## config.mk

```make
export PLATFORM = sky130hd
export DESIGN_NAME = tce_queue
export DESIGN_NICKNAME = d
export VERILOG_FILES = /design/src/sv/tce_pkg.sv /design/src/sv/tce_queue.sv
export SDC_FILE = /design/constraint.sdc
export NUM_CORES = 1
export LEC_CHECK = 0
export BUFFER_PORTS_ARGS = -buffer_cell sky130_fd_sc_hd__clkbuf_2
export CAP_MARGIN = 30
export CORE_UTILIZATION = 40
export DETAILED_ROUTE_END_ITERATION = 7
export PLACE_DENSITY = 0.73
export SYNTH_ARGS = -nofsm -noshare
export SYNTH_HDL_FRONTEND = slang
export SYNTH_SLANG_ARGS = --single-unit
```

## constraint.sdc

```tcl
create_clock -name clock -period 2 [get_ports clock]
set_clock_uncertainty 0.05 [all_clocks]
set_input_delay 0.3 -clock clock [delete_from_list [all_inputs] [get_ports clock]]
set_output_delay 0.3 -clock clock [all_outputs]
set_load 0.01 [all_outputs]
```

## src/sv/tce_pkg.sv

```systemverilog
`default_nettype none

package tce_pkg;

   // default screen geometry
   localparam int DefColumns = 80;
   localparam int DefRows    = 25;

   // fixed field widths
   localparam int CmdWidth    = 3;
   localparam int CharWidth   = 8;
   localparam int TargetWidth = 8;
   localparam int AttrWidth   = 8;
   localparam int CellWidth   = 16;
   localparam int RowOutWidth = 5;
   localparam int ColOutWidth = 7;
   localparam int PosOutWidth = 11;

   // depth of the queue between front and back
   localparam int QueueDepth = 2;

   // character and attribute constants
   localparam logic [CharWidth-1:0] CharNewline    = 8'd10;
   localparam logic [CharWidth-1:0] CharSpace      = 8'h20;
   localparam logic [AttrWidth-1:0] ResetAttribute = 8'h07;

   // command codes on the input channel
   localparam logic [CmdWidth-1:0] CmdPutChar   = 3'd0;
   localparam logic [CmdWidth-1:0] CmdBackspace = 3'd1;
   localparam logic [CmdWidth-1:0] CmdClear     = 3'd2;
   localparam logic [CmdWidth-1:0] CmdSetCursor = 3'd3;
   localparam logic [CmdWidth-1:0] CmdReadCell  = 3'd4;

   // classified operation handed from front to back
   typedef enum logic [2:0] {
      OpPutChar,
      OpNewline,
      OpBackspace,
      OpClear,
      OpSetCursor,
      OpReadCell,
      OpNop
   } op_type;

   // one queued word: operation, character and clamped targets
   typedef struct packed {
      op_type                 op;
      logic [CharWidth-1:0]   char_code;
      logic [TargetWidth-1:0] row;
      logic [TargetWidth-1:0] col;
   } entry_type;

endpackage

`default_nettype wire

```

## src/sv/tce_queue.sv

```systemverilog
`default_nettype none

module tce_queue (
   input  wire logic          clock,
   input  wire logic          reset,
   input  wire logic          push,
   input  wire tce_pkg::entry_type push_entry,
   output logic               full,
   input  wire logic          pop,
   output tce_pkg::entry_type head,
   output logic               empty
);

   localparam int Depth      = tce_pkg::QueueDepth;
   localparam int PtrWidth   = (Depth > 1) ? $clog2(Depth) : 1;
   localparam int CountWidth = $clog2(Depth + 1);

   tce_pkg::entry_type slots_ff [Depth];

   logic [PtrWidth-1:0]   wr_ptr_ff, wr_ptr_in;
   logic [PtrWidth-1:0]   rd_ptr_ff, rd_ptr_in;
   logic [CountWidth-1:0] count_ff, count_in;
   logic                  do_push, do_pop;

   assign full  = (count_ff == CountWidth'(Depth));
   assign empty = (count_ff == '0);
   assign head  = slots_ff[rd_ptr_ff];

   assign do_push = push && !full;
   assign do_pop  = pop && !empty;

   // pointer and fill count update
   always_comb begin
      wr_ptr_in = wr_ptr_ff;
      rd_ptr_in = rd_ptr_ff;
      count_in  = count_ff;
      if (do_push) begin
         wr_ptr_in = (wr_ptr_ff == PtrWidth'(Depth - 1)) ? '0 : wr_ptr_ff + 1'b1;
      end
      if (do_pop) begin
         rd_ptr_in = (rd_ptr_ff == PtrWidth'(Depth - 1)) ? '0 : rd_ptr_ff + 1'b1;
      end
      if (do_push && !do_pop) begin
         count_in = count_ff + 1'b1;
      end else if (do_pop && !do_push) begin
         count_in = count_ff - 1'b1;
      end
   end

   always_ff @(posedge clock) begin
      if (reset) begin
         wr_ptr_ff <= '0;
         rd_ptr_ff <= '0;
         count_ff  <= '0;
      end else begin
         wr_ptr_ff <= wr_ptr_in;
         rd_ptr_ff <= rd_ptr_in;
         count_ff  <= count_in;
      end
   end

   // slot storage
   always_ff @(posedge clock) begin
      if (do_push) begin
         slots_ff[wr_ptr_ff] <= push_entry;
      end
   end

endmodule

`default_nettype wire

```

Word level (Yosys, flattened, before mapping)
Memories as Yosys holds them, arrays and structs flattened. A register that Yosys moved wholly into a read port is not among the register bits.
Cells that the tools add are included.

operators by class
  add/subtract/negate cells = 4
  equal/unequal tests = 1
  muxes and demuxes = 8
  reduce and logical (&&, ||, !) cells = 10

operators with widths
  operator                                          count
  2-to-1 mux 1 bit                                  6
  logical AND 1 bit                                 4
  zero test 1 bit                                   4
  2-to-1 mux 2 bit                                  2
  adder 1 bit, second input constant                2
  adder 2 x 1 -> 2 bit, second input constant       1
  equality test 2 bit, second input constant        1
  zero test 2 bit                                   1
  nonzero test 2 bit                                1
  subtractor 2 x 1 -> 2 bit, second input constant  1

storage, ports and cells
  register bits after elaboration = 4
  memory bits (writable) = 54
  bits of input ports = 31
  output and inout bits = 29
  logic and storage cells = 27
  memories = 1

memories
  memory    words  width  read ports  clocked after Yosys merged registers in  wr ports  line             source
  slots_ff  2      27     1           1                                        1         tce_queue.sv:18  tce_pkg::entry_type slots_ff [Depth];

Depth between registers and ports, before layout
  depth after elaboration = 7
  gate-level depth with buffers = 6
  mapped depth without buffers = 6

Worst setup path before layout
No wires, ideal clock.

  kind = reg2reg
  start point = register count_ff[1]
  end point = memory slots_ff[0][0] (netlist bit), enable pin
  library setup time = 382 ps
  data arrival time = 1367 ps
  data required time = 1568 ps
  setup slack = 201 ps
  cell stages (with the launch flop) = 4
  path buffers = 0
  period minus slack after synthesis = 1799 ps
  cells stage by stage = dfxtp_1 > nor2b_2 > or3_1 > inv_1

between the ends
  cells in the longest elaborated chain, start to end = 5

ends and longest elaborated chain
  item                                    line             source
  start: declaration                      tce_queue.sv:22  logic [CountWidth-1:0] count_ff, count_in;
  start signal: assignment                tce_queue.sv:58  count_ff <= count_in;
  equality test 2 bit                     tce_queue.sv:25  assign full = (count_ff == CountWidth'(Depth));
  net full                                tce_queue.sv:8   output logic full,
  zero test 1 bit                         tce_queue.sv:29  assign do_push = push && !full;
  logical AND 1 bit                       tce_queue.sv:29
  2-to-1 mux 1 bit                        tce_queue.sv:64  if (do_push) begin
  2-to-1 mux 1 bit (implied by the code)  tce_queue.sv:65  slots_ff[wr_ptr_ff] <= push_entry;
  end: declaration                        tce_queue.sv:18

The timed path passes the listed nets, and every way through them passes these cells.

==> flow_summary.json <==
{
  "die_area_sq_um": 5710,
  "ant_nets": 0,
  "r2r_cells": 5,
  "place_ws_ps": 383,
  "final.setup.worst_slack_ps": 284,
  "antenna_found_initial": 0,
  "gp_congestion": 0.637,
  "grt.total_usage": 0.137,
  "io_buffer_count": 59,
  "clockBufferDepth": 2,
  "endpoint_kind": "output pin",
  "whs_ps": 125,
  "coreArea_sq_um": 5170,
  "fin_crit_sh": 0.858,
  "diodes": 0,
  "drt_first_pass_iters": 4,
  "rrSetupSlack_ps": 350,
  "die_w_microns": 75.5,
  "tightest_slew_ps": 294,
  "globalRoute.totalOverflow": 0,
  "finalSetupViolCount": 0,
  "synth_seq_area_share": 0.796,
  "wl_microns": 3730,
  "initial_core_util": 0.418,
  "slowest_delay_ps": 370,
  "rsz0062_at_grt": "false",
  "timing_worst_setup_path_type": "reg -> out",
  "start_kind": "flop",
  "drt-initial-drc-count": 57,
  "hold_depth": 1,
  "synth_top_cell_by_area": "edfxtp_1",
  "avgSynthCellArea_sq_um": 19.8,
  "htree_num_levels": 3,
  "cp.required_ps": 1650,
  "period_minus_slack_ps": 1720,
  "total_power_w": 0.00348,
  "viasPerCell": 4.64,
  "outcome": "finished clean",
  "rows": 26,
  "max_freq_ghz": 0.583,
  "syn_to_final_growth_pct": 26.9,
  "clock_sinks": 59,
  "cap_violations": 0,
  "ys_warn_count": 0,
  "postSynthCellCount": 109,
  "slew_headroom": 0.802,
  "cp_max_fo": 14,
  "netlist_top_cells_area": "edfxtp_1 (75%), mux2_2 (14%), dfxtp_1 (4.6%)",
  "crit_arrival_ps": 1370,
  "ctsHoldBuffers": 0,
  "die_h_microns": 75.5,
  "grt_max_degree": 21,
  "layout.nets": 214,
  "cts_tree": "built",
  "post_cts_resized": 0,
  "netlist_area_sq_um": 2160,
  "synth_seq_cells": 59,
  "path_clk_slew_ps": 60,
  "grt_pass1_wl_microns": 5280,
  "clk_latency_ps": 310,
  "ys_types": 14,
  "worstPathCellList": "buf_4, mux2_2, clkbuf_2",
  "dr_total_vias": 1189,
  "setup_tns_ps": 0,
  "slowest_stage": "mux2_2",
  "synth_top_area_share": 0.750,
  "leakagePower_nw": 1.07,
  "drc": 0,
  "numCtsBuffers": 9,
  "hold_class": "in -> reg",
  "first_global_vias": 1223,
  "syn_nets": 141,
  "cts_root_buf": "clkbuf_8",
  "drive_gt1_frac": 0.559,
  "post_cts_buffers": 0,
  "avgRoutedWirePerCell_microns": 14.6,
  "ioPinCount": 60,
  "powerDensity_nw_per_um2": 1270,
  "finalHoldViolCount": 0,
  "finalMaxSlewViolations": 0,
  "irDropWorstVdd_uv": 429,
  "dpl.hpwl_microns": 2730
}
[synth_stat cells]
library cell,instances
dfxtp_1,5
mux2_2,27
a21oi_1,2
edfxtp_1,54
buf_4,2
xor2_1,3
o21ai_0,3
ha_1,1
nor2_1,5
and2_1,1
inv_1,2
buf_2,1
nor2b_2,1
or3_1,2
[through the flow]
| stage | std cells | util | area (sq um) |
|---|---|---|---|
| after CTS | 256 | 0.531 | 2750 |
| after global placement | 241 | 0.497 | 2570 |
| after detailed placement | 241 | 0.497 | 2570 |
| after floorplan | 109 | - | 2160 |
| after global routing | 256 | 0.531 | 2750 |
| final | 256 | 0.531 | 2750 |
[path summary, 6_finish.rpt]
kind / start / end
max: flop / head[23]
min: push_entry[25] / slots_ff[1][25]
max reg2reg: count_ff[1] / count_ff[1]
min reg2reg: wr_ptr_ff / wr_ptr_ff
[power breakdown]
group	switching, W	internal [W]
Combinational	0.000482	0.000430
Clock	0.000393	0.000558
Sequential	0.0000616	0.00156
Total	0.000936	0.00254
[state kept, by name, indices dropped and copies added, names as in the netlist, named ones only]
register,count
wr_ptr_ff,1
slots_ff,54
rd_ptr_ff,1
count_ff,2
[routing by layer]
layer | track usage | share of wire | wire length [microns]
met1 | 0.122 | 0.37 | 1370
met3 | 0.0714 | 0.061 | 228
met5 | 0 | 0 | 0
met2 | 0.249 | 0.56 | 2080
met4 | 0.0741 | 0.014 | 53
[worst max-delay path, delay by kind of cell, from the launching register on]
| family | cells | cell delay (ps) |
|---|---|---|
| buf+inv | 2 | 360 |
| mux | 1 | 370 |
| flops | 1 | 330 |
[cells in the final DEF, fill, tap and decap left out, drive strengths merged]
| cell | count |
|---|---|
| a21oi | 2 |
| clkbuf | 70 |
| or3 | 2 |
| o21ai | 3 |
| edfxtp | 54 |
| nor2 | 5 |
| nor2b | 1 |
| inv | 2 |
| buf | 6 |
| and2 | 1 |
| xor2 | 3 |
| bufinv | 1 |
| ha | 1 |
| clkinv | 3 |
| dfxtp | 5 |
| mux2 | 27 |
[kinds of logic (layout without fill, tap and decap cells)]
kind of cell / Yosys count / count (layout) / share of synthesized area
flip-flops: 59 / 59 / 0.796
multiplexers: 27 / 27 / 0.141
AND/OR/NAND/NOR: 9 / 9 / 0.0214
AO/OA/AOI/OAI: 5 / 5 / 0.0116
buffers and inverters: 5 / 82 / 0.0127
XOR/XNOR: 3 / 3 / 0.0121
adder cells (fa/ha/maj): 1 / 1 / 0.00578
[cell type report]
type / count / area (sq um)
clock inverter: 4 / 42.5
fill: 427 / 2430
timing repair buffer: 65 / 340
inverter: 2 / 7.51
sequential: 59 / 1720
tap: 70 / 87.6
clock buffer: 11 / 131
multi-input combinational: 45 / 414
No activity file was read; power rests on OpenSTA's default activity.
