--- src/sv/tce_pkg.sv ---
`default_nettype none

package tce_pkg;

   // default screen geometry
   localparam int DefColumns = 80;
   localparam int DefRows    = 25;

   // fixed field widths
   localparam int CmdWidth    = 3;
   localparam int CharWidth   = 8;
   localparam int TargetWidth = 8;
   localparam int AttrWidth   = 8;
   localparam int CellWidth   = 16;
   localparam int RowOutWidth = 5;
   localparam int ColOutWidth = 7;
   localparam int PosOutWidth = 11;

   // depth of the queue between front and back
   localparam int QueueDepth = 2;

   // character and attribute constants
   localparam logic [CharWidth-1:0] CharNewline    = 8'd10;
   localparam logic [CharWidth-1:0] CharSpace      = 8'h20;
   localparam logic [AttrWidth-1:0] ResetAttribute = 8'h07;

   // command codes on the input channel
   localparam logic [CmdWidth-1:0] CmdPutChar   = 3'd0;
   localparam logic [CmdWidth-1:0] CmdBackspace = 3'd1;
   localparam logic [CmdWidth-1:0] CmdClear     = 3'd2;
   localparam logic [CmdWidth-1:0] CmdSetCursor = 3'd3;
   localparam logic [CmdWidth-1:0] CmdReadCell  = 3'd4;

   // classified operation handed from front to back
   typedef enum logic [2:0] {
      OpPutChar,
      OpNewline,
      OpBackspace,
      OpClear,
      OpSetCursor,
      OpReadCell,
      OpNop
   } op_type;

   // one queued word: operation, character and clamped targets
   typedef struct packed {
      op_type                 op;
      logic [CharWidth-1:0]   char_code;
      logic [TargetWidth-1:0] row;
      logic [TargetWidth-1:0] col;
   } entry_type;

endpackage

`default_nettype wire

--- src/sv/tce_front.sv ---
`default_nettype none

module tce_front #(
   parameter int COLUMNS = tce_pkg::DefColumns,
   parameter int ROWS    = tce_pkg::DefRows
) (
   input  wire logic [tce_pkg::CmdWidth-1:0]    command,
   input  wire logic [tce_pkg::CharWidth-1:0]   char_code,
   input  wire logic [tce_pkg::TargetWidth-1:0] target_row,
   input  wire logic [tce_pkg::TargetWidth-1:0] target_col,
   output tce_pkg::entry_type                   entry
);

   localparam int TW = tce_pkg::TargetWidth;

   // decode the command, splitting newline out of put char
   always_comb begin
      case (command)
         tce_pkg::CmdPutChar: begin
            entry.op = (char_code == tce_pkg::CharNewline) ? tce_pkg::OpNewline
                                                             : tce_pkg::OpPutChar;
         end
         tce_pkg::CmdBackspace: entry.op = tce_pkg::OpBackspace;
         tce_pkg::CmdClear:     entry.op = tce_pkg::OpClear;
         tce_pkg::CmdSetCursor: entry.op = tce_pkg::OpSetCursor;
         tce_pkg::CmdReadCell:  entry.op = tce_pkg::OpReadCell;
         default:               entry.op = tce_pkg::OpNop;
      endcase

      // clamp targets to the last row and column
      entry.char_code = char_code;
      entry.row = (target_row >= TW'(ROWS)) ? TW'(ROWS - 1) : target_row;
      entry.col = (target_col >= TW'(COLUMNS)) ? TW'(COLUMNS - 1) : target_col;
   end

endmodule

`default_nettype wire

--- config.mk ---
export PLATFORM = sky130hd
export DESIGN_NAME = tce_front
export DESIGN_NICKNAME = d
export VERILOG_FILES = /design/src/sv/tce_pkg.sv /design/src/sv/tce_front.sv
export SDC_FILE = /design/constraint.sdc
export NUM_CORES = 1
export LEC_CHECK = 0
export BUFFER_PORTS_ARGS = -buffer_cell sky130_fd_sc_hd__buf_2
export CAP_MARGIN = 20
export CORE_AREA = 2 2 39 41
export DETAILED_ROUTE_END_ITERATION = 7
export DIE_AREA = 0 0 41 43
export PLACE_DENSITY = 0.67
export SETUP_SLACK_MARGIN = 0.15
export SYNTH_ARGS = -nofsm -noshare
export SYNTH_HDL_FRONTEND = slang
export SYNTH_SLANG_ARGS = --single-unit
--- constraint.sdc ---
create_clock -name vclk -period 2.25
set_clock_uncertainty 0.2 [all_clocks]
set_input_delay 0.5625 -clock vclk [all_inputs]
set_output_delay 0.5625 -clock vclk [all_outputs]
set_load 0.02 [all_outputs]
Yosys cells after proc, flatten, opt, wreduce, memory -nomap -nowiden
Index checks and enable logic that the tools add are counted. W data, S select, Z words.

Register bits: 0. Input port bits: 27. Output and inout bits: 27. Logic and storage cells: 12.

Equal/unequal tests: 5. Reductions and logical operators: 1. $lt $le $gt $ge: 2. Multiplexer cells: 4.

Operators with widths (number): $mux W8 (2); $pmux W3 S5 (1); $eq A8 B4 Y1 const B (1); $ge A8 B5 Y1 const B (1); $ge A8 B7 Y1 const B (1); $eq A3 B2 Y1 const B (2); $eq A3 B1 Y1 const B (1); $eq A3 B3 Y1 const B (1); $logic_not A3 Y1 (1); $mux W1 (1).

Depth between registers and ports, before layout
Gate-level depths: netlist (run 1).

Word-level depth: 3. Gate-level depth with buffers: 3. Mapped depth without buffers: 3.

Least setup slack after synthesis (run 1)
No wires, ideal clock.

Path kind: input port to output port. Start: input char_code[5] (netlist bit). End: output entry[24] (netlist bit). Stages on the path: 3. Required time: 1487 ps. Path buffers: 0. Setup slack: 19 ps. Arrival time: 1468 ps. Cell sequence: nor4_2 -> a211oi_1 -> a211oi_1.

RTL lines: start, declared (line tce_front.sv:8) `input wire logic [tce_pkg::CharWidth-1:0] char_code,`; end, declared (line tce_front.sv:11) `output tce_pkg::entry_type entry`.

==> metrics, run 1 <==
Final Cycle Share between 90% and 100%; clock buffer count 0; final setup fails 0; Crit path arrival time between 1 and 1.5 ns; Critical Path Source char_code[4]; top post-synthesis cells by count 12 x buf_4, 5 x nor2_1, 4 x or3_1; synthesized instance count 38; Yosys top cell area share 34.95%; status finished clean; HP Class primary input to output pin; max cap viols 0; # nets final between 100 and 150; setup_tns 0 ns; initial antenna violation count 0; Routed WL about 860 µm; slowest stage cell, crit path nor4_4; RSZ-0062 raised after global routing true; XOR/XNOR share of the synthesized area 0%; I/O Pins 54; area of the multi-input gates 215.2 µm²; Routed Antenna Nets 0; Chip Width roughly 41 µm; Syn. warnings 0; Largest stage delay, worst path 0.24 ns; WS Path Type primary input to output pin; net switching fraction of the power a little over half; switching power total ~61 µW; Fmax 474.8 MHz; vias in the first global route approximately 350; compound-gate portion of the synthesized area approximately 15%; register area 0 µm²; largest family of logic cells by synthesized area simple AND/OR/NAND/NOR gates; area grow syn2layout 126.2%; Seq pwr share 0%; CP Max Fanout 2; Seq cells 0; multiplexer share of the synthesized area 0%; Critical Path, Cell by Cell buf_2, nor4_4, a211oi_1, a211oi_2, buf_4; filler cell count between 100 and 150; clock share of power 0%; Worst setup EP type output pin; drt pass-1 iters 4; First DRT Iteration DRCs 1; # placed instances 95; DP Worst Slack between 0.05 and 0.06 ns; sequential share of the synthesized area 0%; # port buffers 50; crit start category primary input; post-route insts no fill between 90 and 100; Int Pwr between 50 and 60 µW; Post-Syn Area approximately 260 µm²; GRT Total Usage 9.491%; routed vias/inst around 4.1; Syn Area/Cell about 6.8 µm²; drt wl/cell between 9 and 10 µm; die area 1763 µm²; first-pass GRT wire length between 1000 and 1500 µm; setup bufs post-CTS 0; vias 391; Logic pwr share 100.0%; Synth area leaders buf_4 35%, or3_1 9.7%, and2_1 7.3%, nor2_1 7.3%, a2111oi_2 5.8%; pwr dens 198.1 nW/µm²; Final Hold Violating Endpoints 0; adder-cell share of the synthesized area 0%; routability cong. 0.5767; largest net degree at the start of global routing 6; die height 43 µm; initial core utilization roughly a fifth; clock period minus worst slack roughly 2.1 ns; n_diodes 0; Synth Area in Simple Gates 46.12%; drc violations 0; Max VDD drop ~0.09 mV; Post-DP HPWL ~740 µm; PnR worst setup slack 0.1439 ns; fraction of layout cells with a size suffix above 1 74.68%; Core Footprint 1384 µm²; final global-route overflow total 0; post-synth top area cell buf_4; Site Rows 14; Data required, critical path between 1 and 1.5 ns; HP Start char_code[3]; Slew Limit Fails 0; most frequent cell after synthesis buf_4; Pleak 0.3044 nW; synth unique cells 15
path summary, 6_finish.rpt:
check	end	slack [ns]	cells after the start
hold / removal	entry[19]	1.15	2
setup / recovery	entry[24]	0.14	5
logic make-up after synthesis:
family	after synthesis
AND/OR/NAND/NOR	19
buffers and inverters	14
AO/OA/AOI/OAI	4
other	1
layer usage:
layer	part of all wire (%)	track usage, %	vias up
li1	-	-	199
met1	30	10.44	167
met2	59	18.44	25
met3	11	0.5236	0
met4	0	1.333	0
met5	0	0	-
final cells by class:
class / instances / area share, %
multi-input cells: 27 / 36.91
inverters: 2 / 1.288
well taps: 16 / 3.433
repair buffers: 50 / 58.37
what timing repair did:
item | CTS | global route
gates resized for setup | 23 | 11
endpoints found under the hold margin | 0 | 0
hold buffers | 0 | 0
pin swaps | 7 | 7
endpoints found under the setup margin | 8 | 10
per-stage QoR:
stage / power, mW / utilization, % / hold slack [ns] / area [µm²]
final: 0.1155 / 42.13 / 1.153 / 583.1
after global routing: 0.1257 / 42.13 / 1.165 / 583.1
after CTS: 0.1095 / 39.24 / 1.153 / 543.0
after detailed placement: 0.09456 / 32.82 / 1.153 / 454.2
after global placement: 0.09319 / 32.82 / 1.152 / 454.2
after floorplan: 0.06232 / - / 0.9688 / 274.0
placed cells by master (no fill, tap or decap):
master / count
nand2_1: 1
conb_1: 4
or2_2: 1
buf_4: 3
and2_1: 3
and4bb_2: 1
buf_2: 35
or4_4: 2
buf_6: 10
buf_8: 2
nor2_1: 5
or3_4: 2
or3_1: 2
o21a_1: 1
nor4_4: 1
a211oi_1: 1
a2111oi_4: 1
nand2b_1: 1
a211oi_2: 1
inv_1: 2
worst max-delay path: cells and delay by family:
| kind | cells | cell delay [ns] |
|---|---|---|
| buffers and inverters | 2 | 0.29 |
| AO/OA/AOI/OAI | 2 | 0.26 |
| AND/OR/NAND/NOR | 1 | 0.24 |
power groups by stage:
| stage | clock network (mW) | registers (mW) | logic, mW |
|---|---|---|---|
| floorplan | 0 | 0 | 0.0623 |
| global placement | 0 | 0 | 0.0932 |
| detailed placement | 0 | 0 | 0.0946 |
| CTS | 0 | 0 | 0.109 |
| global route | 0 | 0 | 0.126 |
| finish | 0 | 0 | 0.116 |
No activity file was read; power rests on OpenSTA's default activity.
==> run 2: changes to the inputs <==
--- a/config.mk
+++ b/config.mk
@@ -12,3 +12,3 @@
 export DIE_AREA = 0 0 41 43
-export PLACE_DENSITY = 0.67
+export PLACE_DENSITY = 0.69
 export SETUP_SLACK_MARGIN = 0.15
==> constraint.sdc (replaced) <==
create_clock -name vclk -period 1.8
set_clock_uncertainty 0.2 [all_clocks]
set_input_delay 0.45 -clock vclk [all_inputs]
set_output_delay 0.45 -clock vclk [all_outputs]
set_load 0.1 [all_outputs]
==> metrics, run 2 (synthesized netlist as in run 1, its figures left out) <==
status complete, but fails checks; violated checks setup timing; Buf/Inv on CP 2 (unchanged); setup bufs post-CTS 0 (unchanged); Fmax between 400 and 500 MHz; Data required, critical path 1.15 ns (-0.34 ns); vias in the first global route 504 (+46%); WS Path Type primary input to output pin; Seq cells 0 (unchanged); die area 1763 µm² (unchanged); PnR worst setup slack -0.2352 ns (-0.3791 ns); # nets final 116 (+7.4%); Crit path arrival time 1.39 ns (+0.05 ns); Max VDD drop 0.3226 mV (+260%); Site Rows 14 (unchanged); Critical Path, Cell by Cell buf_6, nor4_4, a211oi_2, a211oi_4, buf_12; final setup fails 10 (+10); Slew Limit Fails 0 (unchanged); pwr dens 421.1 nW/µm² (+110%); Core Footprint 1384 µm² (unchanged); drt wl/cell 14.87 µm (+64%); # port buffers 50 (unchanged); first-pass GRT wire length 2159 µm (+70%); initial antenna violation count 0 (unchanged); Post-DP HPWL 1072 µm (+45%); drc violations 0 (unchanged); max cap viols 0 (unchanged); Critical Path Stages 5 (unchanged); drt pass-1 iters 3 (-1); # hold bufs at CTS 0 (unchanged); Hold Path Cell Cnt 2 (unchanged); I/O Pins 54 (unchanged); area grow syn2layout 325.7%; vias 464 (+19%); area of the multi-input gates 306.5 µm² (+42%); Routed Antenna Nets 0 (unchanged); setup_tns -1.575 ns (-1.575 ns); critical path's top delay family compound AO/OA/AOI/OAI gates; slowest stage cell, crit path nor4_4; Final Hold Violating Endpoints 0 (unchanged); GRT Total Usage 18.10% (+8.6 points); most common cell after layout, fill and taps aside buf_12; register area 0 µm² (unchanged); Chip Width 41 µm (unchanged); Power Total 462.1 µW (+300%); fraction of layout cells with a size suffix above 1 93.10% (+18 points); hold_ws 0.9445 ns (-0.2086 ns); largest net degree at the start of global routing 6 (unchanged); clock period minus worst slack 2.035 ns; die height 43 µm (unchanged); final global-route overflow total 0 (unchanged); routed vias/inst 4.505 (+9.5%); HP Class primary input to output pin; hold path endpoint entry[16]; Final Cycle Share 113.1%; HP Start char_code[0]; CP Max Fanout 2 (unchanged); crit start category primary input; First DRT Iteration DRCs 1 (unchanged); Largest stage delay, worst path 0.27 ns (+0.03 ns); most frequent cells in the layout 23 x buf_12, 14 x buf_2, 10 x buf_6; Worst setup EP type output pin; n_diodes 0 (unchanged); Pleak 0.4922 nW (+62%); initial core utilization 18.63% (unchanged); filler cell count 92 (-37%); RSZ-0062 raised after global routing true; clock buffer count 0 (unchanged); routability cong. 0.7502 (+30%); Routed WL 1532 µm (+78%)
run 2: changes by cell type in the layout (fill, tap and decap cells not counted), sizes merged:
cell / previous run / this run
buf: 50 / 58
run 2: layout make-up:
class | count | area share [%]
timing repair buffer | 58 | 69.56
multi-input combinational | 27 | 27.94
tap | 16 | 1.824
inverter | 2 | 0.6842
run 2: per-stage QoR:
| stage | worst slack [ns] | utilization, % | instance area [µm²] | std cells |
|---|---|---|---|---|
| after floorplan | -0.4987 | - | 394.1 | 41 |
| after global placement | -0.2427 | 64.29 | 889.6 | 103 |
| after detailed placement | -0.2490 | 64.29 | 889.6 | 103 |
| after CTS | -0.2047 | 76.04 | 1052 | 103 |
| after global routing | -0.2900 | 79.29 | 1097 | 103 |
| final | -0.2352 | 79.29 | 1097 | 103 |
run 2: how the worst max path moves through the flow:
stage                   from   endpoint  slack [ns]
5_1_grt         char_code[5]  entry[24]       -0.29
6_report        char_code[5]  entry[24]       -0.24
2_1_floorplan   char_code[5]  entry[24]       -0.50
3_3_place_gp   target_row[7]  entry[12]       -0.24
3_5_place_dp   target_row[7]  entry[12]       -0.25
4_1_cts         char_code[5]  entry[24]       -0.20
run 2: timing repair:
| item | 4_1_cts | 5_1_grt |
|---|---|---|
| resized for setup | 44 | 11 |
| pin swaps | 6 | 5 |
| endpoints found under the setup margin | 14 | 14 |
run 2: report_power, final:
part	internal, mW	switching [mW]
clock network	0	0
logic	0.174	0.288
registers	0	0
total	0.174	0.288
run 2: per-layer routing:
| metal | vias up | share of wire [%] | GRT usage (%) |
|---|---|---|---|
| met4 | 0 | 3.3 | 6.000 |
| met2 | 35 | 64 | 39.06 |
| li1 | 212 | - | - |
| met3 | 4 | 9.5 | 3.665 |
| met5 | - | 0 | 0 |
| met1 | 213 | 23 | 12.70 |
==> run 3: changes to the inputs <==
CORE_AREA = 4 4 41 43   (was 2 2 39 41)
DIE_AREA = 0 0 45 47   (was 0 0 41 43)
==> metrics, run 3 (synthesized netlist as in run 1, its figures left out) <==
status complete, but fails checks; violated checks setup timing; first-pass GRT wire length 2484 µm (+15%); First DRT Iteration DRCs 2 (+1); drc violations 0 (unchanged); Crit path arrival time 1.37 ns (-0.02 ns); most common cell after layout, fill and taps aside buf_12; GRT Total Usage 16.30% (-1.8 points); HP Class primary input to output pin; final global-route overflow total 0 (unchanged); RSZ-0062 raised after global routing true; filler cell count 70 (-24%); I/O Pins 54 (unchanged); most frequent cells in the layout 23 x buf_12, 15 x buf_2, 11 x buf_6; fraction of layout cells with a size suffix above 1 93.26% (+0.15 points); initial core utilization 19.81% (+1.2 points); hold path endpoint entry[24]; final setup fails 10 (unchanged); die height 47 µm (+9.3%); hold_ws 1.028 ns (+0.08324 ns); Fmax 494.3 MHz (+0.60%); largest net degree at the start of global routing 6 (unchanged); Routed Antenna Nets 0 (unchanged); Hold Path Cell Cnt 3 (+1); Max VDD drop 0.2752 mV (-15%); drt wl/cell 16.00 µm (+7.6%); # port buffers 50 (unchanged); # hold bufs at CTS 0 (unchanged); area grow syn2layout 322.8%; vias in the first global route 566 (+12%); initial antenna violation count 0 (unchanged); WS Path Type primary input to output pin; Routed WL 1664 µm (+8.6%); HP Start command[0]; routability cong. 0.6281 (-16%); crit start category primary input; CP Max Fanout 2 (unchanged); vias 471 (+1.5%); n_diodes 0 (unchanged); Post-DP HPWL 1183 µm (+10%); Pleak 0.4942 nW (+0.40%); routed vias/inst 4.529 (+0.53%); Site Rows 13 (-1); register area 0 µm² (unchanged); Final Cycle Share 112.4% (-0.67 points); Final Core Density 83.75% (+4.5 points); # nets final 118 (+1.7%); Chip Width 45 µm (+9.8%); max cap viols 0 (unchanged); setup_tns -1.587 ns (-0.01121 ns); Data required, critical path 1.15 ns (about the same); DP Worst Slack -0.2493 ns (-0.0002880 ns); PnR worst setup slack -0.2231 ns (+0.01211 ns); Final Hold Violating Endpoints 0 (unchanged); placed cell areas 903.4 µm² (+1.5%); clock period minus worst slack 2.023 ns (-0.01211 ns); Worst setup EP type output pin; Core Footprint 1301 µm² (-6.0%); finished layout cell area 1090 µm² (-0.68%); pwr dens 423.4 nW/µm² (+0.53%); Slew Limit Fails 0 (unchanged); clock buffer count 0 (unchanged); drt pass-1 iters 2 (-1); die area 2115 µm² (+20%); Seq cells 0 (unchanged)
==> run 3: cell types whose count changed in the layout (fill, tap and decap cells not counted) <==
cell / before / now
buf_4: 6 / 9
buf_8: 5 / 2
buf_2: 14 / 15
buf_6: 10 / 11
==> run 3: metal layers <==
metal | part of all wire, % | global-route usage, % | wire length, µm
met5 | 0 | 0 | 0
met4 | 3.8 | 5.263 | 63
met3 | 12 | 3.831 | 196
met1 | 23 | 11.49 | 387
met2 | 61 | 38.70 | 1016
==> run 3: what timing repair did <==
item / CTS / global route
setup buffers: 0 / 0
gates resized for setup: 46 / 3
setup endpoints to repair: 14 / 14
pin swaps: 6 / 2
hold endpoints to repair: 0 / 0
==> run 3: cell type report <==
type | instances | area, µm² | share of cell area (%)
repair buffers | 60 | 757.0 | 69.46
multi-input cells | 27 | 306.5 | 28.13
well taps | 15 | 18.77 | 1.722
inverters | 2 | 7.507 | 0.6889
==> run 3: worst max-delay path by stage <==
stage             startpoint        end  slack (ns)  cells past startpoint
2_1_floorplan   char_code[5]  entry[24]       -0.50                      3
3_3_place_gp   target_row[7]  entry[11]       -0.24                      3
3_5_place_dp   target_row[7]  entry[12]       -0.25                      3
4_1_cts         char_code[5]  entry[24]       -0.21                      5
5_1_grt         char_code[5]  entry[24]       -0.26                      5
6_report        char_code[2]  entry[24]       -0.22                      5
==> run 3: report_power, final <==
part | leakage [nW] | internal [mW] | switching [mW]
clock | 0 | 0 | 0
combinational | 0.494 | 0.172 | 0.289
sequential | 0 | 0 | 0
total | 0.494 | 0.172 | 0.289
==> run 3: critical path, cell delays in order <==
cell,delay (ns)
buf_2,0.11
and4bb_2,0.30
a211oi_2,0.08
a211oi_4,0.21
buf_12,0.21
==> run 3: per-stage QoR <==
step / cells / power (mW)
after floorplan: 41 / 0.2764
after global placement: 104 / 0.4097
after detailed placement: 104 / 0.4156
after CTS: 104 / 0.4546
after global routing: 104 / 0.4742
final: 104 / 0.4614
